===== src/sv/rpdc_pkg.sv =====
// ----------------------------------------------------------------------------
// rpdc_pkg
// Types, register codes and calendar helpers for the drift correction unit.
// ----------------------------------------------------------------------------
package rpdc_pkg;

  localparam int unsigned SecW  = 6;
  localparam int unsigned MinW  = 6;
  localparam int unsigned DayW  = 5;
  localparam int unsigned MonW  = 4;
  localparam int unsigned YearW = 7;
  localparam int unsigned DoyW  = 9;
  localparam int unsigned AmtW  = 7;
  localparam int unsigned IntW  = 8;
  localparam int unsigned CfgIdxW = 2;
  localparam int unsigned CfgDataW = 8;
  localparam int unsigned InDataW  = 32;
  localparam int unsigned OutDataW = 16;

  localparam logic [AmtW-1:0] ShiftLimit = 7'd120;
  localparam logic [MonW-1:0] LastMonth  = 4'd12;
  localparam logic [MonW-1:0] February   = 4'd2;
  localparam logic [MinW-1:0] MinFirst   = 6'd3;
  localparam logic [MinW-1:0] MinLast    = 6'd57;

  typedef enum logic [CfgIdxW-1:0] {
    CfgShiftSeconds = 2'd0,
    CfgIntervalDays = 2'd1,
    CfgShiftForward = 2'd2
  } cfg_idx_e;

  typedef enum logic {
    OpCheck   = 1'b0,
    OpRestart = 1'b1
  } op_e;

  typedef struct packed {
    logic [AmtW-1:0] shift_seconds;
    logic [IntW-1:0] interval_days;
    logic            shift_forward;
  } cfg_t;

  typedef struct packed {
    op_e              op;
    logic [YearW-1:0] year;
    logic [MonW-1:0]  month;
    logic [DayW-1:0]  day;
    logic [MinW-1:0]  minute;
    logic [SecW-1:0]  second;
  } item_t;

  typedef struct packed {
    logic            corrected;
    logic [MinW-1:0] minute;
    logic [SecW-1:0] second;
  } result_t;

  typedef struct packed {
    logic [YearW-1:0] year;
    logic [DoyW-1:0]  doy;
  } ref_t;

  // days before the first of month m (month 0 adds nothing)
  function automatic logic [DoyW-1:0] month_start(logic [MonW-1:0] m);
    logic [DoyW-1:0] r;
    case (m)
      4'd2:    r = 9'd31;
      4'd3:    r = 9'd59;
      4'd4:    r = 9'd90;
      4'd5:    r = 9'd120;
      4'd6:    r = 9'd151;
      4'd7:    r = 9'd181;
      4'd8:    r = 9'd212;
      4'd9:    r = 9'd243;
      4'd10:   r = 9'd273;
      4'd11:   r = 9'd304;
      4'd12:   r = 9'd334;
      default: r = 9'd0;
    endcase
    return r;
  endfunction

  function automatic logic [DoyW-1:0] day_of_year(logic [DayW-1:0]  day,
                                                  logic [MonW-1:0]  month,
                                                  logic [YearW-1:0] year);
    logic [MonW-1:0] m;
    logic            leap_add;
    m        = (month > LastMonth) ? LastMonth : month;
    leap_add = (year[1:0] == 2'b00) && (m > February);
    return {{(DoyW-DayW){1'b0}}, day} + month_start(m) + {{(DoyW-1){1'b0}}, leap_add};
  endfunction

endpackage


===== src/sv/rtc_periodic_drift_correction_unit.sv =====
// ----------------------------------------------------------------------------
// rtc_periodic_drift_correction_unit
// Periodic seconds correction for a real-time clock.
//
// Input stream carries one calendar time per beat (tdata) and the operation
// (tuser: 0 check, 1 restart the reference at this date). Output stream gives
// one beat per input: shifted second and minute in tdata, tuser high when the
// time was adjusted and must be written back to the clock.
// Pipeline: input register, then result register. Throughput: one beat per
// cycle while the receiver keeps up; the reference date is updated as an
// item leaves the input register, so the next item already sees it.
// The cfg port writes shift amount, interval and direction; write it only
// while no beats are in flight.
// Reset clears the configuration, the reference date and both valid flags.
// A stalled receiver holds the result register; one more beat is taken into
// the input register, then s_axis_tready_o drops until the output drains.
// ----------------------------------------------------------------------------
module rtc_periodic_drift_correction_unit (
  input  logic                            clk_i,
  input  logic                            rst_ni,
  input  logic                            cfg_we_i,
  input  logic [rpdc_pkg::CfgIdxW-1:0]    cfg_idx_i,
  input  logic [rpdc_pkg::CfgDataW-1:0]   cfg_wdata_i,
  input  logic                            s_axis_tvalid_i,
  output logic                            s_axis_tready_o,
  // second[5:0], minute[11:6], day[16:12], month[20:17], year[27:21], zero
  input  logic [rpdc_pkg::InDataW-1:0]    s_axis_tdata_i,
  // operation[0]
  input  logic                            s_axis_tuser_i,
  output logic                            m_axis_tvalid_o,
  input  logic                            m_axis_tready_i,
  // second_out[5:0], minute_out[11:6], zero
  output logic [rpdc_pkg::OutDataW-1:0]   m_axis_tdata_o,
  // corrected[0]
  output logic                            m_axis_tuser_o
);

  rpdc_pkg::cfg_t    cfg_q;
  rpdc_pkg::ref_t    ref_q;
  rpdc_pkg::item_t   item_q;
  logic              in_vld_q;
  rpdc_pkg::result_t res_q;
  logic              out_vld_q;

  rpdc_pkg::result_t res_d;
  logic              ref_upd;
  rpdc_pkg::ref_t    ref_new;
  logic              advance;
  logic              take;

  assign advance         = in_vld_q && (!out_vld_q || m_axis_tready_i);
  assign s_axis_tready_o = !in_vld_q || advance;
  assign take            = s_axis_tvalid_i && s_axis_tready_o;

  always_ff @(posedge clk_i or negedge rst_ni) begin
    if (!rst_ni) begin
      cfg_q <= '0;
    end else if (cfg_we_i) begin
      unique case (rpdc_pkg::cfg_idx_e'(cfg_idx_i))
        rpdc_pkg::CfgShiftSeconds:
          cfg_q.shift_seconds <= cfg_wdata_i[rpdc_pkg::AmtW-1:0];
        rpdc_pkg::CfgIntervalDays:
          cfg_q.interval_days <= cfg_wdata_i[rpdc_pkg::IntW-1:0];
        rpdc_pkg::CfgShiftForward:
          cfg_q.shift_forward <= cfg_wdata_i[0];
        default: ;
      endcase
    end
  end

  // input register
  always_ff @(posedge clk_i or negedge rst_ni) begin
    if (!rst_ni) begin
      in_vld_q <= 1'b0;
    end else if (s_axis_tready_o) begin
      in_vld_q <= s_axis_tvalid_i;
    end
  end

  always_ff @(posedge clk_i) begin
    if (take) begin
      item_q.op     <= rpdc_pkg::op_e'(s_axis_tuser_i);
      item_q.second <= s_axis_tdata_i[5:0];
      item_q.minute <= s_axis_tdata_i[11:6];
      item_q.day    <= s_axis_tdata_i[16:12];
      item_q.month  <= s_axis_tdata_i[20:17];
      item_q.year   <= s_axis_tdata_i[27:21];
    end
  end

  rpdc_calc u_calc (
    .item_i    (item_q),
    .cfg_i     (cfg_q),
    .ref_i     (ref_q),
    .res_o     (res_d),
    .ref_upd_o (ref_upd),
    .ref_new_o (ref_new)
  );

  always_ff @(posedge clk_i or negedge rst_ni) begin
    if (!rst_ni) begin
      ref_q <= '0;
    end else if (advance && ref_upd) begin
      ref_q <= ref_new;
    end
  end

  // result register
  always_ff @(posedge clk_i or negedge rst_ni) begin
    if (!rst_ni) begin
      out_vld_q <= 1'b0;
    end else if (!out_vld_q || m_axis_tready_i) begin
      out_vld_q <= in_vld_q;
    end
  end

  always_ff @(posedge clk_i) begin
    if (advance) begin
      res_q <= res_d;
    end
  end

  assign m_axis_tvalid_o = out_vld_q;
  assign m_axis_tuser_o  = res_q.corrected;
  assign m_axis_tdata_o  = {4'b0000, res_q.minute, res_q.second};

endmodule


===== src/sv/rpdc_calc.sv =====
// ----------------------------------------------------------------------------
// rpdc_calc
// Decides whether one item triggers a correction and computes the shifted
// second and minute plus the new reference date.
// ----------------------------------------------------------------------------
module rpdc_calc (
  input  rpdc_pkg::item_t   item_i,
  input  rpdc_pkg::cfg_t    cfg_i,
  input  rpdc_pkg::ref_t    ref_i,
  output rpdc_pkg::result_t res_o,
  output logic              ref_upd_o,
  output rpdc_pkg::ref_t    ref_new_o
);

  logic [rpdc_pkg::DoyW-1:0] doy;
  logic [rpdc_pkg::AmtW-1:0] amount;
  logic                      enable;
  logic [rpdc_pkg::DoyW:0]   due;       // ref day + interval
  logic [rpdc_pkg::DoyW:0]   reach_new; // year length + day, across a year change
  logic                      same_ok;
  logic                      diff_ok;
  logic                      fire;
  logic [7:0]                t;
  logic [2:0]                q;
  logic [7:0]                q60;
  logic [7:0]                rem;
  logic [rpdc_pkg::MinW:0]   min_sum;

  assign doy    = rpdc_pkg::day_of_year(item_i.day, item_i.month, item_i.year);
  assign amount = (cfg_i.shift_seconds > rpdc_pkg::ShiftLimit) ?
                  rpdc_pkg::ShiftLimit : cfg_i.shift_seconds;

  assign enable = (item_i.op == rpdc_pkg::OpCheck) && (amount != '0) &&
                  (cfg_i.interval_days != '0) &&
                  (item_i.minute >= rpdc_pkg::MinFirst) &&
                  (item_i.minute <= rpdc_pkg::MinLast);

  assign due       = {1'b0, ref_i.doy} + {2'b00, cfg_i.interval_days};
  assign same_ok   = {1'b0, doy} >= due;
  assign reach_new = ((ref_i.year[1:0] == 2'b00) ? 10'd366 : 10'd365) + {1'b0, doy};
  assign diff_ok   = reach_new >= due;
  assign fire      = enable && ((item_i.year == ref_i.year) ? same_ok : diff_ok);

  // Work on seconds only; a backward shift borrows three minutes up front.
  // Minute is at least 3 when firing, so the total never goes negative.
  assign t = {2'b00, item_i.second} +
             (cfg_i.shift_forward ? {1'b0, amount} : (8'd180 - {1'b0, amount}));

  always_comb begin
    if (t >= 8'd240) begin
      q = 3'd4;
    end else if (t >= 8'd180) begin
      q = 3'd3;
    end else if (t >= 8'd120) begin
      q = 3'd2;
    end else if (t >= 8'd60) begin
      q = 3'd1;
    end else begin
      q = 3'd0;
    end
  end

  always_comb begin
    case (q)
      3'd1:    q60 = 8'd60;
      3'd2:    q60 = 8'd120;
      3'd3:    q60 = 8'd180;
      3'd4:    q60 = 8'd240;
      default: q60 = 8'd0;
    endcase
  end

  assign rem     = t - q60;
  assign min_sum = {1'b0, item_i.minute} + {4'b0000, q} -
                   (cfg_i.shift_forward ? 7'd0 : 7'd3);

  always_comb begin
    res_o.corrected = fire;
    res_o.second    = fire ? rem[rpdc_pkg::SecW-1:0] : item_i.second;
    res_o.minute    = fire ? min_sum[rpdc_pkg::MinW-1:0] : item_i.minute;
  end

  assign ref_upd_o      = (item_i.op == rpdc_pkg::OpRestart) || fire;
  assign ref_new_o.year = item_i.year;
  assign ref_new_o.doy  = doy;

endmodule


===== config.mk =====
export PLATFORM = sky130hd
export DESIGN_NAME = rtc_periodic_drift_correction_unit
export DESIGN_NICKNAME = d
export VERILOG_FILES = /design/src/sv/rpdc_pkg.sv /design/src/sv/rtc_periodic_drift_correction_unit.sv /design/src/sv/rpdc_calc.sv
export SDC_FILE = /design/constraint.sdc
export NUM_CORES = 1
export LEC_CHECK = 0
export ABC_AREA = 1
export CORE_ASPECT_RATIO = 1.1
export CORE_MARGIN = 2
export CORE_UTILIZATION = 40
export CTS_BUF_LIST = sky130_fd_sc_hd__clkbuf_4 sky130_fd_sc_hd__clkbuf_8 sky130_fd_sc_hd__clkbuf_16
export DETAILED_ROUTE_END_ITERATION = 7
export DONT_BUFFER_PORTS = 1
export PLACE_DENSITY = 0.59
export SYNTH_ARGS = -nofsm -noshare
export SYNTH_HDL_FRONTEND = slang
export SYNTH_SLANG_ARGS = --single-unit
export TNS_END_PERCENT = 50

===== constraint.sdc =====
create_clock -name clk_i -period 9.9 [get_ports clk_i]
set_clock_uncertainty 0.1 [all_clocks]
set_input_delay 1.98 -clock clk_i [delete_from_list [all_inputs] [get_ports clk_i]]
set_output_delay 1.98 -clock clk_i [all_outputs]
set_load 0.005 [all_outputs]

# Word level (Yosys, flattened, before mapping)
# Memory sizes are Yosys's and may differ from the RTL's.
# Cells that the tools add are included.
# op_classes
add_sub_neg,9
order_cmp,11
eq_ne,7
mux,13
n_bitwise,1
n_reduce_logical,22
# op_table
cell,n
$pmux W6 S4,1
$ge A8 B8 Y1 const B,2
$mux W6,2
$sub A6 B6 Y6,2
$add A10 B9 Y10,1
$add A9 B8 Y10,1
$ge A10 B10 Y1,1
$ge A9 B10 Y1,1
$add A5 B9 Y9,1
$add A9 B1 Y9,1
$logic_and A1 B1 Y1,9
$mux W3,3
$add A6 B8 Y8,1
$ge A8 B6 Y1 const B,1
$ge A8 B7 Y1 const B,1
$mux W8,1
$reduce_bool A8 Y1,1
$sub A8 B7 Y8 const A,1
$eq A7 B7 Y1,1
$gt A7 B7 Y1 const B,1
$mux W7,1
$reduce_bool A7 Y1,1
$add A6 B3 Y6,1
$eq A3 B2 Y1 const B,2
16 further kinds,25
# word_totals
regBits,76
romBits,144
inputBits,48
out_inout_bits,19
elab_cells,80
n_memories,1
# mem_list
memory,depth,word_bits,read_ports,rd_ports_with_merged_regs,wr,line_no,text
(name not given),16,9,1,0,0,rpdc_pkg.sv:66,case (m)

# Longest topological paths before layout
# Gate-level depths: netlist of the first run.
# logic_depth
word_depth,14
ltp_mapped,36
depth_no_buf,36

# Cells and area by module
# A second synthesis of the first run with hierarchy kept.
# unflattened
hier_cells,667
hier_area_um2,5661.7
# modules_own_cells
mod,n_inst,cells_each,area_each_um2,seq_area_each_um2
rpdc_calc,1,475,2941.6,0.0
rtc_periodic_drift_correction_unit,1,192,2720.1,2112.0

# Least setup slack after synthesis of the first run
# OpenSTA, ideal clock, no wires.
# synth_timing
path_kind,register to register
start,register item_q[19] (netlist bit)
end,"register res_q (netlist bit m_axis_tdata_o[4]), data pin"
setup_time_ns,0.261
arrival_time_ns,4.539
t_required_ns,9.539
slack_ns,5.000
path_stages_with_launch,26
path_buffers,2
period_less_slack_ns,4.900
path_cell_list,edfxtp_1 buf_4 nand2_2 inv_2 nor2_4 inv_2 ha_1 a2111o_1 fa_1 inv_1 fa_1 ha_1 a211oi_1 nand2_1 nand2_1 nand3_1 xor2_1 ha_1 a21oi_1 o21ai_0 o21bai_1 nor2_1 nand3_1 nand3_4 buf_2 o21ai_0
# synth_lines
item,line_no,text
"start, declared",rtc_periodic_drift_correction_unit.sv:40,rpdc_pkg::item_t item_q;
"end signal, assigned",rtc_periodic_drift_correction_unit.sv:119,res_q <= res_d;
"end, declared",rtc_periodic_drift_correction_unit.sv:42,rpdc_pkg::result_t res_q;

==> results of run 1 <==
per-stage QoR:
stage / total power, mW / util / area [µm²] / hold WS, ns
floorplan: 1.17 / - / 5490 / 0.346
global placement: 1.32 / 0.424 / 5660 / 0.363
detailed placement: 1.35 / 0.424 / 5660 / 0.367
CTS: 1.68 / 0.446 / 5940 / 0.384
global route: 1.84 / 0.446 / 5940 / 0.405
finish: 1.66 / 0.446 / 5940 / 0.384
worst min-delay path, delay by kind of cell (launching register included):
family	cells	cell delay, ns
flip-flops	1	0.35
AND/OR/NAND/NOR	2	0.11
flip-flops by register name (all words and copies together), names as in the netlist:
name             flops
item_q              29
m_axis_tvalid_o      1
cfg_q               16
m_axis_tuser_o       1
m_axis_tdata_o      12
ref_q               16
in_vld_q             1
cell families (layout without fill, tap and decap cells):
kind of cell,count (synthesis),after routing,synth area share
AND/OR/NAND/NOR,265,265,0.220
buffers and inverters,105,110,0.0776
AO/OA/AOI/OAI,84,84,0.0892
flip-flops,76,76,0.385
adder cells (fa/ha/maj),69,69,0.168
XOR/XNOR,33,33,0.0568
other,1,4,0.000684
multiplexers,1,1,0.00205
layout make-up:
| type | instances | share of cell area |
|---|---|---|
| multi-input combinational | 456 | 0.498 |
| inverter | 93 | 0.0588 |
| clock inverter | 7 | 0.00969 |
| tap | 184 | 0.0388 |
| timing repair buffer | 1 | 0.00126 |
| sequential | 76 | 0.356 |
| clock buffer | 9 | 0.0379 |
power breakdown:
part	internal, mW	switching, mW	leakage [nW]
Combinational	0.356	0.527	1.95
Sequential	0.409	0.0530	0.825
Clock	0.173	0.143	0.134
Total	0.939	0.723	2.91
cells in the final DEF, fill, tap and decap left out, types with 2 or more instances in the layout:
master        n
o21a_1        2
nor4_1        5
nor3_1        2
inv_2         9
xnor2_2       2
xor2_1       14
o211ai_1      2
dfrtp_1      34
nand3_2       6
inv_1        84
edfxtp_1     42
a31oi_1       3
a21oi_1      29
inv_6         2
nand2_1     162
o22ai_1       2
nor3_2        2
a211oi_1      3
o21ai_1       3
nor2_1       23
xnor2_1      16
o21ai_0      29
nand2_4       3
o21ai_2       2
nand3_1      41
nand2_2      11
nand4_1       3
o21bai_1      2
ha_1         61
conb_1        4
clkbuf_16     9
a21o_1        3
clkinvlp_4    2
fa_1          8
worst max-delay path by stage:
stage          slack [ns]        from           endpoint  depth (start not counted)
6_report             4.22  item_q[19]           ref_q[6]                         25
5_1_grt              3.71  item_q[19]           ref_q[4]                         25
4_1_cts              4.20  item_q[19]          ref_q[13]                         25
3_5_place_dp         4.24  item_q[19]           ref_q[1]                         25
3_3_place_gp         4.31  item_q[19]           ref_q[2]                         25
2_1_floorplan        5.00  item_q[19]  m_axis_tdata_o[4]                         25
layer usage:
metal / vias up / wire length, µm
li1: 2078 / -
met1: 1858 / 5360
met2: 57 / 5060
met3: 13 / 423
met4: 0 / 157
met5: - / 0
==> out/results.tsv, run 1 <==
stage	metric	value	unit
detailed_routing	drt wl/cell	13.3	µm
floorplanning	core area	13300	µm²
logic_synthesis	most numerous cell in the Yosys netlist	nand2_1	
detailed_routing	Vias	4006	
timing	Max Freq	176	MHz
logic_synthesis	synthesized area per cell	8.65	µm²
global_route	largest net degree at the start of global routing	35	
setup_path	CP Buf/Inv Count	3	
run_status	status	finished clean	
clock_tree	CTS clk-pin slew, worst paths	0.06	ns
layout	non-filler cells, final	826	
logic_synthesis	EDFF count, synth	42	
setup_path	r2r worst-path depth	25	
logic_synthesis	Synth area leader	edfxtp_1	
setup_path	critical path type	reg -> reg	
timing	fin. max-slew vios	0	
detailed_routing	mean number of vias per cell	4.85	
setup_path	R2R Path End	ref_q[6]	
placed_design	Detailed Place HPWL	8590	µm
clock_tree	Clock Path Buffers	2	
clock_tree	Hold-fix buffers, CTS	0	
global_route	GR peak layer	met2	
worst_hold_path	HP Start	ref_q[5]	
logic_synthesis	Ys Warns	0	
timing	Slew HR	0.236	
clock_tree	cts repair resizes	0	
layout	area growth from synthesis to layout	8.31	%
timing	worst slew pin tran	1.14	ns
setup_path	reg-to-reg critical path startpoint	item_q[19]	
clock_tree	latest clock arrival within the worst-skew pair	0.35	ns
floorplanning	Die Area	14700	µm²
timing	final setup slack of the worst path	4.22	ns
clock_tree	CTS tree	yes	
worst_hold_path	Hold Path End	ref_q[5]	
clock_tree	number of H-tree levels	3	
logic_synthesis	most frequent cells after synthesis	nand2_1 (162), inv_1 (84), ha_1 (61), edfxtp_1 (42), nand3_1 (41)	
pwr	PD cells	280	nW/µm²
setup_path	Worst Path Required	10.04	ns
logic_synthesis	Synth Instances	634	
layout	layout cell share with drive strength beyond 1	0.0950	
global_route	met1 Track Usage GR	0.213	
logic_synthesis	register area share after synthesis	0.385	
setup_path	Arrival @ worst endpoint	5.82	ns
layout	Antenna diodes	0	
setup_path	CP endpoint kind	flop	
timing	RSZ-0062 raised after global routing	no	
detailed_routing	initial drt markers	191	
floorplanning	Initial Util	0.412	
logic_synthesis	share of the synthesized area in the top cell type	0.230	
logic_synthesis	cell area after synthesis	5480	µm²
global_route	Total GRT Usage	0.160	
setup_path	most used cell, CP	nand2_1	
floorplanning	die height	127	µm
global_route	initial antenna violation count	0	
global_route	vias in the first global route	3984	
setup_path	setup slack, reg-to-reg	4.22	ns
logic_synthesis	prevailing post-synth register cell	edfxtp_1	
global_route	first-pass GRT wire length	18400	µm
setup_path	critical path's slowest cell	edfxtp_1	
placed_design	Final Wtd Congestion	0.812	
layout	multi-input logic area	2960	µm²
timing	Final setup violation count	0	
clock_tree	clk sink count	76	
floorplanning	die span in x	116	µm
global_route	remaining global-route overflow	0	
setup_path	Crit path max-delay family	simple AND/OR/NAND/NOR gates	
setup_path	CP peak stage delay	0.55	ns
placed_design	dpl ws	4.24	ns
worst_hold_path	WHS Path Cells	2	
floorplanning	io pins	67	
setup_path	critical path peak fanout	17	
run	max-cap viol count	0	
timing	Final min period	5.68	ns
logic_synthesis	synth unique cells	48	
global_route	met3 usage	0.0382	
timing	final hold vios	0	
detailed_routing	post-route ant nets	0	
detailed_routing	first drt pass iteration count	4	
logic_synthesis	Synth async-reset ratio	0.447	
clock_tree	clock root buffer	clkbuf_16	
timing	fin crit share	0.574	
detailed_routing	Residual DRC	0	
pwr	LEAKAGE	2.91	nW
detailed_routing	WL final	11000	µm
floorplanning	num rows	44	
logic_synthesis	flops & latches, synth	76	
logic_synthesis	ranking of synthesized cells by area	edfxtp_1 (23%), dfrtp_1 (16%), ha_1 (14%), nand2_1 (11%), inv_1 (5.8%)	
clock_tree	Post-CTS Setup Repair Bufs	0	
clock_tree	Num CTS Buffers	9	
global_route	met2 Use GR	0.255	
placed_design	IO buf count	0	
layout	fillers	1327	
placed_design	DP Cell Count	810	
layout	post-layout net count	754	
worst_hold_path	HP Class	reg -> reg	
timing	setup_tns	0	ns
pwr	VDD IR max	0.121	mV
layout	FF/Latch Area	2110	µm²
setup_path	nature of the critical path startpoint	flop	
Note: power is estimated with default switching activity, not from simulation.
==> run 2, diff against run 1 <==
Settings changed: PLACE_DENSITY 0.59 to 0.61.
Clock period 9.9 ns to 4.85 ns, I/O delays scaled along.
==> run 2 against run 1 <==
Critical path depth shrank 1. Setup slack got worse by 4.2 ns. Power is 130% higher. Via count is 5.4% higher. Sequential cell count unchanged. Combinational power up 140%. Clock power rose to 2.5 times the previous value. Critical path type unchanged. First-iteration DRC count grew 23%. Non-clock buffer count up 34. Global-route usage up 0.50 points.
==> out/results.tsv, run 2 (synthesized netlist as in run 1, its figures left out) <==
stage	metric	value	unit
run_status	status	finished clean	
clock_tree	Hold-fix buffers, CTS	0	
floorplanning	io pins	67	
clock_tree	CTS clk-pin slew, worst paths	0.07	ns
pwr	VDD IR max	0.212	mV
detailed_routing	mean number of vias per cell	4.90	
floorplanning	die span in x	116	µm
global_route	first-pass GRT wire length	19100	µm
layout	FF/Latch Area	2110	µm²
layout	max reg flops	29	
detailed_routing	drt wl/cell	13.5	µm
floorplanning	Die Area	14700	µm²
clock_tree	number of H-tree levels	3	
floorplanning	core area	13300	µm²
setup_path	critical path peak fanout	6	
placed_design	Final Wtd Congestion	0.854	
run	max-cap viol count	0	
placed_design	IO buf count	0	
clock_tree	clock root buffer	clkbuf_16	
detailed_routing	Vias	4223	
setup_path	R2R Path End	m_axis_tdata_o[2]	
layout	most common cell after layout, fill and taps aside	nand2_1	
setup_path	nature of the critical path startpoint	flop	
detailed_routing	Residual DRC	0	
global_route	Total GRT Usage	0.165	
setup_path	Worst Path Required	4.85	ns
timing	RSZ-0062 raised after global routing	yes	
timing	Final min period	4.81	ns
layout	utilization after layout	0.492	
timing	fin crit share	0.991	
layout	post-layout net count	789	
layout	Post-Layout Inst Area	6560	µm²
clock_tree	CTS tree	yes	
clock_tree	clk sink count	76	
setup_path	r2r worst-path depth	24	
placed_design	Detailed Place HPWL	8810	µm
placed_design	placed inst area	5890	µm²
clock_tree	Clock Path Buffers	2	
layout	non-filler cells, final	861	
detailed_routing	post-route ant nets	0	
pwr	LEAKAGE	3.15	nW
floorplanning	num rows	44	
layout	biggest regs	item_q (29), cfg_q (16), ref_q (16)	
layout	register with the most flip-flops	item_q	
setup_path	critical path type	reg -> reg	
timing	worst slew pin tran	1.11	ns
detailed_routing	first drt pass iteration count	4	
global_route	largest net degree at the start of global routing	35	
placed_design	DP Cell Count	839	
timing	Slew HR	0.256	
pwr	PD cells	583	nW/µm²
worst_hold_path	HP Class	in -> async	
floorplanning	die height	127	µm
layout	fillers	1270	
layout	Antenna diodes	0	
detailed_routing	WL final	11600	µm
layout	multi-input logic area	3200	µm²
pwr	Pwr Total	3.83	mW
timing	final hold vios	0	
timing	Max Freq	208	MHz
global_route	remaining global-route overflow	0	
global_route	initial antenna violation count	0	
timing	Final setup violation count	0	
global_route	vias in the first global route	4204	
timing	fin. max-slew vios	0	
setup_path	reg-to-reg critical path startpoint	item_q[19]	
layout	layout cell share with drive strength beyond 1	0.207	
floorplanning	Initial Util	0.412	
setup_path	setup slack, reg-to-reg	0.04	ns
setup_path	Arrival @ worst endpoint	4.81	ns
layout	area growth from synthesis to layout	19.7	%
clock_tree	latest clock arrival within the worst-skew pair	0.35	ns
timing	worst hold slack	0.210	ns
clock_tree	Num CTS Buffers	9	
detailed_routing	initial drt markers	235	
layout	most frequent cells in the layout	nand2_1 (153), inv_1 (82), ha_1 (56)	
setup_path	CP endpoint kind	flop	
[run 2: cell count changes in the layout (fill, tap and decap cells not counted), moves of 4 or more]
cell     delta
buf_6       +4
ha_1        -5
buf_4      +27
ha_4        +4
nand2_1     -9
nand3_1    -16
nand3_2    +15
o21ai_0     -6
nand2_2     +9
o21ai_1     +5
[run 2: routing by layer]
| layer | global-route usage | part of all wire |
|---|---|---|
| met2 | 0.261 | 0.47 |
| met3 | 0.0344 | 0.051 |
| met1 | 0.215 | 0.45 |
| met5 | 0 | 0 |
| met4 | 0.0798 | 0.026 |
[run 2: what timing repair did]
item / 4_1_cts / 5_1_grt
setup buffers: 2 / 1
pin swaps: 12 / 18
gates cloned: 0 / 3
setup endpoints to repair: 29 / 29
gates resized for setup: 9 / 53
[run 2: stage by stage]
stage               setup WS (ns)  setup TNS [ns]
floorplan                  0.0104               0
global placement           -0.123           -1.34
detailed placement         -0.187           -3.31
CTS                      0.000171               0
global route               -0.206           -4.99
finish                     0.0431               0
[run 2: worst max path at each step]
stage	depth (start not counted)	from	end	slack, ns
2_1_floorplan	25	item_q[19]	m_axis_tdata_o[4]	0.01
3_3_place_gp	25	item_q[20]	m_axis_tdata_o[10]	-0.12
3_5_place_dp	25	item_q[20]	m_axis_tdata_o[10]	-0.19
4_1_cts	26	item_q[19]	ref_q[2]	0.0002
5_1_grt	27	item_q[20]	m_axis_tdata_o[2]	-0.21
6_report	24	item_q[19]	m_axis_tdata_o[2]	0.04
[run 2: critical path: stages, from the launching register on]
cell      delay [ns]
edfxtp_1        0.40
nand2_2         0.09
inv_4           0.05
nor2_4          0.09
inv_2           0.06
ha_4            0.16
a2111o_1        0.37
fa_2            0.36
inv_2           0.09
fa_2            0.47
ha_4            0.23
a211oi_2        0.24
nand2_1         0.10
nand2_2         0.08
nand3_2         0.09
xor2_1          0.19
ha_1            0.35
nand3_1         0.11
nor4_1          0.26
nor2_1          0.10
nand3_2         0.09
nand3_4         0.16
buf_6           0.19
nand2_1         0.05
o21ai_0         0.08
[run 2: power breakdown]
| part | total (mW) | internal, mW | switching (mW) |
|---|---|---|---|
| logic | 2.08 | 0.895 | 1.19 |
| clock network | 0.800 | 0.512 | 0.288 |
| registers | 0.943 | 0.836 | 0.107 |
| total | 3.83 | 2.24 | 1.58 |
[run 2: final cells by class]
class                   instances  share of cell area
inverters                      93              0.0543
flip-flops and latches         76               0.322
clock inverters                 7              0.0198
clock buffers                   9              0.0343
multi-input cells             457               0.488
repair buffers                 35              0.0465
well taps                     184              0.0351
